File: config.mk
export PLATFORM = sky130hd
export DESIGN_NAME = gaps_isqrt
export DESIGN_NICKNAME = d
export VERILOG_FILES = /design/src/rtl/gaps_pkg.sv /design/src/rtl/gaps_isqrt.sv
export SDC_FILE = /design/constraint.sdc
export NUM_CORES = 1
export LEC_CHECK = 0
export ABC_AREA = 1
export BUFFER_PORTS_ARGS = -buffer_cell sky130_fd_sc_hd__buf_2
export CORE_MARGIN = 2
export CORE_UTILIZATION = 40
export CTS_CLUSTER_DIAMETER = 30
export DETAILED_ROUTE_END_ITERATION = 10
export PLACE_DENSITY_LB_ADDON = 0.15
export SYNTH_ARGS = -nofsm -noshare
export SYNTH_HDL_FRONTEND = slang
export SYNTH_SLANG_ARGS = --single-unit
File: constraint.sdc
create_clock -name clock -period 2.8 [get_ports clock]
set_input_delay 0.14 -clock clock [delete_from_list [all_inputs] [get_ports clock]]
set_output_delay 0.14 -clock clock [all_outputs]
set_load 0.02 [all_outputs]
File: src/rtl/gaps_pkg.sv
package gaps_pkg;

   // grid geometry, fixed by the 6-bit coordinate fields
   localparam int COORD_W    = 6;
   localparam int MAX_WIDTH  = 64;
   localparam int MAX_HEIGHT = 64;
   localparam int CELL_W     = 2 * COORD_W;
   localparam int CELLS      = MAX_WIDTH * MAX_HEIGHT;
   localparam int DIM_W      = 7;
   localparam int LEN_W      = 12;
   localparam int TRACE_W    = LEN_W + 1;

   // costs, unsigned fixed point
   localparam int FRAC_BITS     = 8;
   localparam int COST_W        = 24;
   localparam int KEY_W         = 24;
   localparam int STRAIGHT_COST = 1 << FRAC_BITS;
   // floor(sqrt(2) * 2^FRAC_BITS)
   localparam int DIAG_COST     = 362;
   localparam int DIR_W         = 3;

   // heuristic square root operand: (dx*dx + dy*dy) << (2*FRAC_BITS), rounded to even width
   localparam int HEUR_SUM_W  = 2 * COORD_W + 1;
   localparam int SQRT_ROOT_W = (HEUR_SUM_W + 2 * FRAC_BITS + 1) / 2;
   localparam int SQRT_IN_W   = 2 * SQRT_ROOT_W;

   // open list entry {key, x, y}: one unsigned compare gives key, then x, then y order
   localparam int ENTRY_W    = KEY_W + 2 * COORD_W;
   localparam int HEAP_DEPTH = 8192;

   // stream word widths
   localparam int REQ_DATA_W = 56;
   localparam int RSP_DATA_W = 32;

   // opcodes
   localparam logic [1:0] OP_WRITE  = 2'd0;
   localparam logic [1:0] OP_SEARCH = 2'd1;
   localparam logic [1:0] OP_READ   = 2'd2;

   // result status codes
   localparam logic [1:0] ST_OK       = 2'd0;
   localparam logic [1:0] ST_NOPATH   = 2'd1;
   localparam logic [1:0] ST_OVERFLOW = 2'd2;
   localparam logic [1:0] ST_RANGE    = 2'd3;

   // configuration register indexes
   localparam logic CSR_GRID_WIDTH  = 1'b0;
   localparam logic CSR_GRID_HEIGHT = 1'b1;

   typedef logic signed [1:0] offset_type;

   // neighbor column offset per direction
   function automatic offset_type dir_dx(input logic [DIR_W-1:0] d);
      offset_type r;
      case (d)
         3'd0, 3'd1:       r = 2'sd0;
         3'd2, 3'd3, 3'd4: r = -2'sd1;
         default:          r = 2'sd1;
      endcase
      return r;
   endfunction

   // neighbor row offset per direction
   function automatic offset_type dir_dy(input logic [DIR_W-1:0] d);
      offset_type r;
      case (d)
         3'd0, 3'd3, 3'd6: r = -2'sd1;
         3'd2, 3'd5:       r = 2'sd0;
         default:          r = 2'sd1;
      endcase
      return r;
   endfunction

   // register value 0 acts as 1, above the maximum acts as the maximum
   function automatic logic [DIM_W-1:0] clamp_dim(input logic [DIM_W-1:0] v,
                                                  input logic [DIM_W-1:0] lim);
      logic [DIM_W-1:0] r;
      if (v == '0) r = DIM_W'(1);
      else if (v > lim) r = lim;
      else r = v;
      return r;
   endfunction

endpackage

File: src/rtl/gaps_isqrt.sv
module gaps_isqrt #(
   parameter int ROOT_W = gaps_pkg::SQRT_ROOT_W
) (
   input  logic                clock,
   input  logic                reset,
   input  logic                start,
   input  logic [2*ROOT_W-1:0] operand,
   output logic                done,
   output logic [ROOT_W-1:0]   root
);
   import gaps_pkg::*;

   localparam int IN_W  = 2 * ROOT_W;
   localparam int REM_W = ROOT_W + 2;
   localparam int CNT_W = $clog2(ROOT_W + 1);

   logic [IN_W-1:0]   src_ff, src_in;
   logic [REM_W-1:0]  rem_ff, rem_in;
   logic [ROOT_W-1:0] root_ff, root_in;
   logic [CNT_W-1:0]  cnt_ff, cnt_in;
   logic              busy_ff, busy_in;
   logic              done_ff, done_in;
   logic [REM_W+1:0]  rem_shift;
   logic [REM_W+1:0]  trial;

   // one result bit per cycle, two operand bits brought down each step
   assign rem_shift = {rem_ff, src_ff[IN_W-1 -: 2]};
   assign trial     = (REM_W + 2)'({root_ff, 2'b01});

   always_comb begin
      src_in  = src_ff;
      rem_in  = rem_ff;
      root_in = root_ff;
      cnt_in  = cnt_ff;
      busy_in = busy_ff;
      done_in = 1'b0;
      if (start) begin
         src_in  = operand;
         rem_in  = '0;
         root_in = '0;
         cnt_in  = '0;
         busy_in = 1'b1;
      end else if (busy_ff) begin
         src_in = {src_ff[IN_W-3:0], 2'b00};
         if (rem_shift >= trial) begin
            rem_in  = REM_W'(rem_shift - trial);
            root_in = {root_ff[ROOT_W-2:0], 1'b1};
         end else begin
            rem_in  = REM_W'(rem_shift);
            root_in = {root_ff[ROOT_W-2:0], 1'b0};
         end
         cnt_in = cnt_ff + 1'b1;
         if (cnt_ff == CNT_W'(ROOT_W - 1)) begin
            busy_in = 1'b0;
            done_in = 1'b1;
         end
      end
   end

   always_ff @(posedge clock) begin
      if (reset) begin
         busy_ff <= 1'b0;
         done_ff <= 1'b0;
      end else begin
         busy_ff <= busy_in;
         done_ff <= done_in;
      end
      src_ff  <= src_in;
      rem_ff  <= rem_in;
      root_ff <= root_in;
      cnt_ff  <= cnt_in;
   end

   assign done = done_ff;
   assign root = root_ff;

`ifndef NO_ASSERTIONS
   a_done_after_busy: assert property (@(posedge clock) disable iff (reset)
      done |-> $past(busy_ff))
      else $error("root ready without a running extraction");
   a_no_restart_busy: assert property (@(posedge clock) disable iff (reset)
      busy_ff |-> !done_ff)
      else $error("root ready while still iterating");
   a_count_bound: assert property (@(posedge clock) disable iff (reset)
      busy_ff |-> cnt_ff < CNT_W'(ROOT_W))
      else $error("iteration count past root width");
`endif

endmodule

==> impl_results.md, run 1 <==
- Area of the multi-input gates: 1844 sq um
- Largest net degree at the start of global routing: 45
- Sequential area share after synthesis: 0.4291
- Cell taking the most area after synthesis: edfxtp_1
- Clock share of power: 0.169
- Synth Area in XOR/XNOR: 0.01583
- Fin Setup TNS: 0 ns
- Synth cell types: 30
- Tot GR Track Use: 0.1904
- Syn_nets: 572
- Met1 wire length: 4368 microns
- Psw: 2630 uW
- Area share of fa/ha/maj cells after synthesis: 0.06139
- Period utilisation layout: 0.8121
- Crit end category: flop
- YS warnings: 0
- Maximum clock rate: 439.8 MHz
- Worst skew pair latency: 0.35 ns
- Placer Congestion: 0.8796
- Initial DRC Count: 188
- Top FF cell, synth: dfxtp_1
- Nets@finish: 620
- Compound-Gate Fraction of Synth Area: 0.06171
- Detail Route Antenna Nets: 0
- Clock H-tree levels: 3
- Largest family of logic cells by synthesized area: simple AND/OR/NAND/NOR gates
- Via-to-Cell Ratio: 4.745
- Drt pass-1 iters: 7
- Die footprint: 10,480 sq um
- Reg2reg path depth: 12
- Post-synth top cells: nand2_1 (207), inv_1 (72), nand3_1 (42)
- Worst-path fanout max: 18
- EDFF count, synth: 30
- Core footprint: 9328 sq um
- Pleak: 0.002271 uW
- Die Height: 102.4 microns
- CTS Root Cell: clkbuf_8
- Max-Cap Viols: 0
- Final slew viol count: 0
- Clock slew seen by the registers of the worst setup and hold paths: 0.08 ns
- Status: finished, final reports clean
- Post-synthesis mux area share: 0
- Minimum clock period: 2.274 ns
- CP Data Required Time: 3.04 ns
- Post-Syn Instances: 520
- DRC: 0
- Critical-path cell list: inv_1, ha_1, nand2_1, nor2_2, nand2_2, o21bai_4, nor2_4, nand2_8, nand2_1, nand2_1, nand2_1, nand2_1
- Post-Synth Simple-Gate Area: 0.3373
- Clock skew: 0.007598 ns
- Internal Pwr Total: 2838 uW
- Buf+Inv Stages, Crit Path: 1
- Hold WC Path Type: in2reg
- Top layer in use: met4
- ANT cells: 0
- Cell Area, Synth: 3872 sq um
- Count leader, synth: nand2_1
- Initial core utilization: 0.4152
- Most used cell along the critical path: nand2_1
- Rows: 35
- Port buffer count: 48
- WL/cell: 12.91 microns
- Worst EP arrival: 2.52 ns
- Resize count post-CTS: 0
- Synth area leaders: edfxtp_1 (23%), nand2_1 (20%), dfxtp_1 (20%), inv_1 (7.0%), ha_1 (6.1%)
- Final core occ: 0.4786
- Max Root-Sink Buffers: 2
- Clk sinks: 68
- Cell count along the critical path: 12
- Met3 WL: 336 microns
- First-pass GRT wire length: 15,570 microns
- Share of cells above drive strength 1: 0.1571
- Asr flop ratio synth: 0
- Critical path's largest stage delay: 0.41 ns
- RSZ-0062 raised after global routing: no
- Total CTS buffers: 9
- Vias in the first global route: 3,339
- WL final: 9066 microns
- Global route total overflow: 0
- Hold Path Depth: 3
- Sequential cell area: 1662 sq um
- Fill cells: 934
- Share of the synthesized area in the top cell type: 0.2326
- CTS tree: yes
- Power Dens Cells: 1225 nW/um^2
- Sequential share of power: 0.237
- Tightest Pin Transition: 0.8863 ns
- Max VDD drop: 385.5 uV
- Hold Fails Final Rpt: 0
- Final setup viols: 0
- Area grow syn2layout: 15.28%
- Synth Register Bits: 68
- Switching share of total power: 0.4809
- Initial antenna violation count: 0
- Met2 Wirelength: 4129 microns
- Worst rel slew slack: 0.4085
- CP max-delay cell: dfxtp_1
- Gate power share: 0.595
- CP Class: reg2reg
- Vias: 3,331
- Detailed placement HPWL: 6683 microns
- Avg Inst Size Synth: 7.447 sq um
- Num ports: 49
- Die width: 102.4 microns
- CP top delay family: simple AND/OR/NAND/NOR gates
- Critical path launch point type: flop
cells by family after synthesis:
kind of cell	Yosys count
flops	68
xor+xnor	7
buf+inv	90
simple gates	296
compound gates	40
fa+ha+maj	19
tightest hold or removal path, stage by stage:
cell and delay, ns:
buf_2 0.07, nand2_1 0.04, inv_1 0.04
sequential cells by signal, indices dropped and copies added, names as in the netlist:
register,cells
src_ff,30
rem_ff,17
cnt_ff,4
done,1
root,15
busy_ff,1
layout by cell type (no fill, tap or decap), types with 9 or more instances in the layout:
cell type,Yosys,routed
o21ai_0,12,12
dfxtp_1,38,38
nand2_1,207,207
inv_1,72,72
buf_2,1,48
clkbuf_8,0,9
o22ai_1,14,14
edfxtp_1,30,30
nand3_1,42,42
a21oi_1,11,11
ha_1,19,19
nor2_1,14,14
layer usage:
metal / global-route usage / vias up
met5: 0 / -
met4: 0.08308 / 0
met3: 0.03010 / 18
met2: 0.3102 / 69
met1: 0.2511 / 1487
li1: - / 1757
worst paths after layout:
kind                          start                       to  slack [ns]
max            root[7]$_SDFFE_PP0P_  rem_ff[15]$_SDFFE_PP0P_        0.53
min                      operand[0]  src_ff[0]$_SDFFCE_PN0P_        0.05
max reg2reg    root[7]$_SDFFE_PP0P_  rem_ff[15]$_SDFFE_PP0P_        0.53
min reg2reg  cnt_ff[3]$_SDFFE_PP0P_   cnt_ff[3]$_SDFFE_PP0P_        0.47
stage by stage:
step	cell area (sq um)	hold WS (ns)	setup WS (ns)	power, uW	std cells
after floorplan	3872	0.2091	0.7828	4032	520
after global placement	4224	0.3108	0.6057	4511	685
after detailed placement	4224	0.3188	0.5646	4529	685
after CTS	4464	0.03079	0.5465	5472	702
after global routing	4464	0.03550	0.3152	5970	702
final	4464	0.04530	0.5261	5468	702
area by class of cell:
cell class | instances | share of cell area
flip-flops and latches | 68 | 0.3722
clock inverters | 4 | 0.01177
multi-input cells | 362 | 0.4131
clock buffers | 12 | 0.03980
repair buffers | 52 | 0.06390
well taps | 129 | 0.03615
inverters | 75 | 0.06306
power by group through the flow:
stage | Sequential (uW) | Clock, uW | Combinational, uW
floorplan | 1290 | 0 | 2750
global placement | 1310 | 0 | 3200
detailed placement | 1320 | 0 | 3210
CTS | 1290 | 945 | 3230
global route | 1310 | 981 | 3680
finish | 1290 | 922 | 3250
what timing repair did:
item	4_1_cts	5_1_grt
setup buffers	0	0
endpoints found under the hold margin	2	0
hold buffers	1	0
Note: power is estimated with default switching activity, not from simulation.
==> run 2, diff against run 1 <==
- clock period: 2.8 -> 2.2 ns (I/O delays scaled with it)
==> impl_results.md, run 2 (synthesis results as in run 1) <==
- Pleak: 0.002328 uW (+2.5%)
- Detailed placement HPWL: 6971 microns (+4.3%)
- Hold slack: 0.02220 ns (-0.02310 ns)
- Nets@finish: 630 (+1.6%)
- Max-Cap Viols: 0 (unchanged)
- Worst EP arrival: 2.25 ns (-0.27 ns)
- Share of cells above drive strength 1: 0.1750 (+0.01789)
- Largest register by flop count: src_ff
- Clk sinks: 68 (unchanged)
- R2r endpoint: rem_ff[9]$_SDFFE_PP0P_
- Die Height: 102.4 microns (unchanged)
- Minimum clock period: 2.006 ns (-0.2680 ns)
- Fin Setup TNS: 0 ns (unchanged)
- Fill cells: 965 (+3.3%)
- Largest net degree at the start of global routing: 31 (-31%)
- Final slew viol count: 0 (unchanged)
- Worst skew pair latency: 0.34 ns (about the same)
- Crit path from: root[7]$_SDFFE_PP0P_
- CP Data Required Time: 2.44 ns (-0.60 ns)
- Tightest Pin Transition: 0.7321 ns (-0.1542 ns)
- DRC: 0 (unchanged)
- Rows: 35 (unchanged)
- Hold WC Path Type: in2reg
- Overall power: 7606 uW (+39%)
- Via-to-Cell Ratio: 4.708 (-0.78%)
- Placer Congestion: 0.9222 (+4.8%)
- RSZ-0062 raised after global routing: no
- WL final: 9394 microns (+3.6%)
- Initial antenna violation count: 0 (unchanged)
- Die width: 102.4 microns (unchanged)
- Worst rel slew slack: 0.5114 (+0.1029)
- R2r setup slk: 0.19 ns (-0.33 ns)
- First-pass GRT wire length: 15,390 microns (-1.2%)
- Final setup viols: 0 (unchanged)
- Max Root-Sink Buffers: 2 (unchanged)
- Status: finished, final reports clean
- Hold Crit Start: operand[1]
- Hold Fails Final Rpt: 0 (unchanged)
- Maximum clock rate: 498.5 MHz (+13%)
- ANT cells: 0 (unchanged)
- Most common cell after layout, fill and taps aside: nand2_1
- Clock H-tree levels: 3 (unchanged)
- Core footprint: 9328 sq um (unchanged)
- Period utilisation layout: 0.9118 (+0.09965)
- Vias in the first global route: 3,232 (-3.2%)
- Max FFs per register: 30 (unchanged)
- Drt pass-1 iters: 5 (-2)
- Total CTS buffers: 9 (unchanged)
- Max VDD drop: 714.8 uV (+85%)
- CTS Root Cell: clkbuf_8
- DP Worst Slack: 0.1442 ns (-0.4204 ns)
- Port buffer count: 48 (unchanged)
- Num ports: 49 (unchanged)
- Detail Route Antenna Nets: 0 (unchanged)
- WL/cell: 13.19 microns (+2.2%)
- FF-to-FF Start: root[7]$_SDFFE_PP0P_
- Power Dens Cells: 1652 nW/um^2 (+35%)
- Hold Path Depth: 3 (unchanged)
- Tot GR Track Use: 0.1915 (+0.001088)
- Vias: 3,352 (+0.63%)
- CTS tree: yes
- Commonest cells after routing, fill and taps aside: nand2_1 (207), inv_1 (72), buf_2 (48)
- Worst-path fanout max: 18 (unchanged)
- WHS Endpoint: src_ff[1]$_SDFFCE_PN0P_
- Final setup margin: 0.1941 ns (-0.3320 ns)
- Initial DRC Count: 151 (-20%)
- Clock slew seen by the registers of the worst setup and hold paths: 0.08 ns (about the same)
- Global route total overflow: 0 (unchanged)
- CP Class: reg2reg
- Crit end category: flop
- Clock skew: 0.01432 ns (+0.006725 ns)
- Critical path launch point type: flop
- Reg2reg path depth: 11 (-1)
- Initial core utilization: 0.4152 (unchanged)
- Area grow syn2layout: 18.87%
- Design area: 4603 sq um (+3.1%)
- Placed Area: 4257 sq um (+0.77%)
- Die footprint: 10,480 sq um (unchanged)
[run 2: stage by stage]
stage | utilization | cells
after floorplan | - | 520
after global placement | 0.4563 | 691
after detailed placement | 0.4563 | 691
after CTS | 0.4858 | 708
after global routing | 0.4935 | 712
final | 0.4935 | 712
[run 2: metal layers]
layer / GRT usage / vias to the layer above / wire length (microns)
met5: 0 / - / 0
met4: 0.08718 / 0 / 279
met3: 0.02873 / 22 / 395
met2: 0.3092 / 77 / 4367
met1: 0.2544 / 1483 / 4352
li1: - / 1770 / -
[run 2: cell type report]
cell class	instances	area (sq um)	area share
clock inverter	6	137.6	0.02990
clock buffer	10	127.6	0.02772
tap	129	161.4	0.03506
multi-input combinational	362	1873	0.4069
timing repair buffer	62	360.3	0.07828
sequential	68	1662	0.3610
inverter	75	281.5	0.06116
[run 2: how the worst max path moves through the flow]
stage	end	slack, ns	depth (start not counted)
floorplan	src_ff[0]$_SDFFCE_PN0P_	0.18	3
global route	rem_ff[8]$_SDFFE_PP0P_	0.02	14
global placement	rem_ff[9]$_SDFFE_PP0P_	0.13	11
detailed placement	rem_ff[7]$_SDFFE_PP0P_	0.14	11
finish	rem_ff[9]$_SDFFE_PP0P_	0.19	11
CTS	rem_ff[1]$_SDFFE_PP0P_	0.11	11
[run 2: timing repair]
item / 4_1_cts / 5_1_grt
hold endpoints to repair: 2 / 0
gates resized for setup: 0 / 4
setup endpoints to repair: 0 / 17
hold buffers: 1 / 0
buffers inserted: 0 / 4
[run 2: worst max-delay path: stages, from the launching register on]
cell and delay (ns):
dfxtp_1 0.33, inv_1 0.08, ha_2 0.37, nand2_2 0.10, nor2_2 0.17, nand3_1 0.18, nand3_2 0.17, nand2_8 0.09
nand2_8 0.15, nand3_2 0.10, nand3_1 0.10, nand2_1 0.05
[run 2: report_power, final]
group          leakage, uW  total (uW)  switching [uW]  internal (uW)
registers         0.000618        1650             129           1520
clock network     0.000131        1370             498            873
logic              0.00158        4590            2860           1730
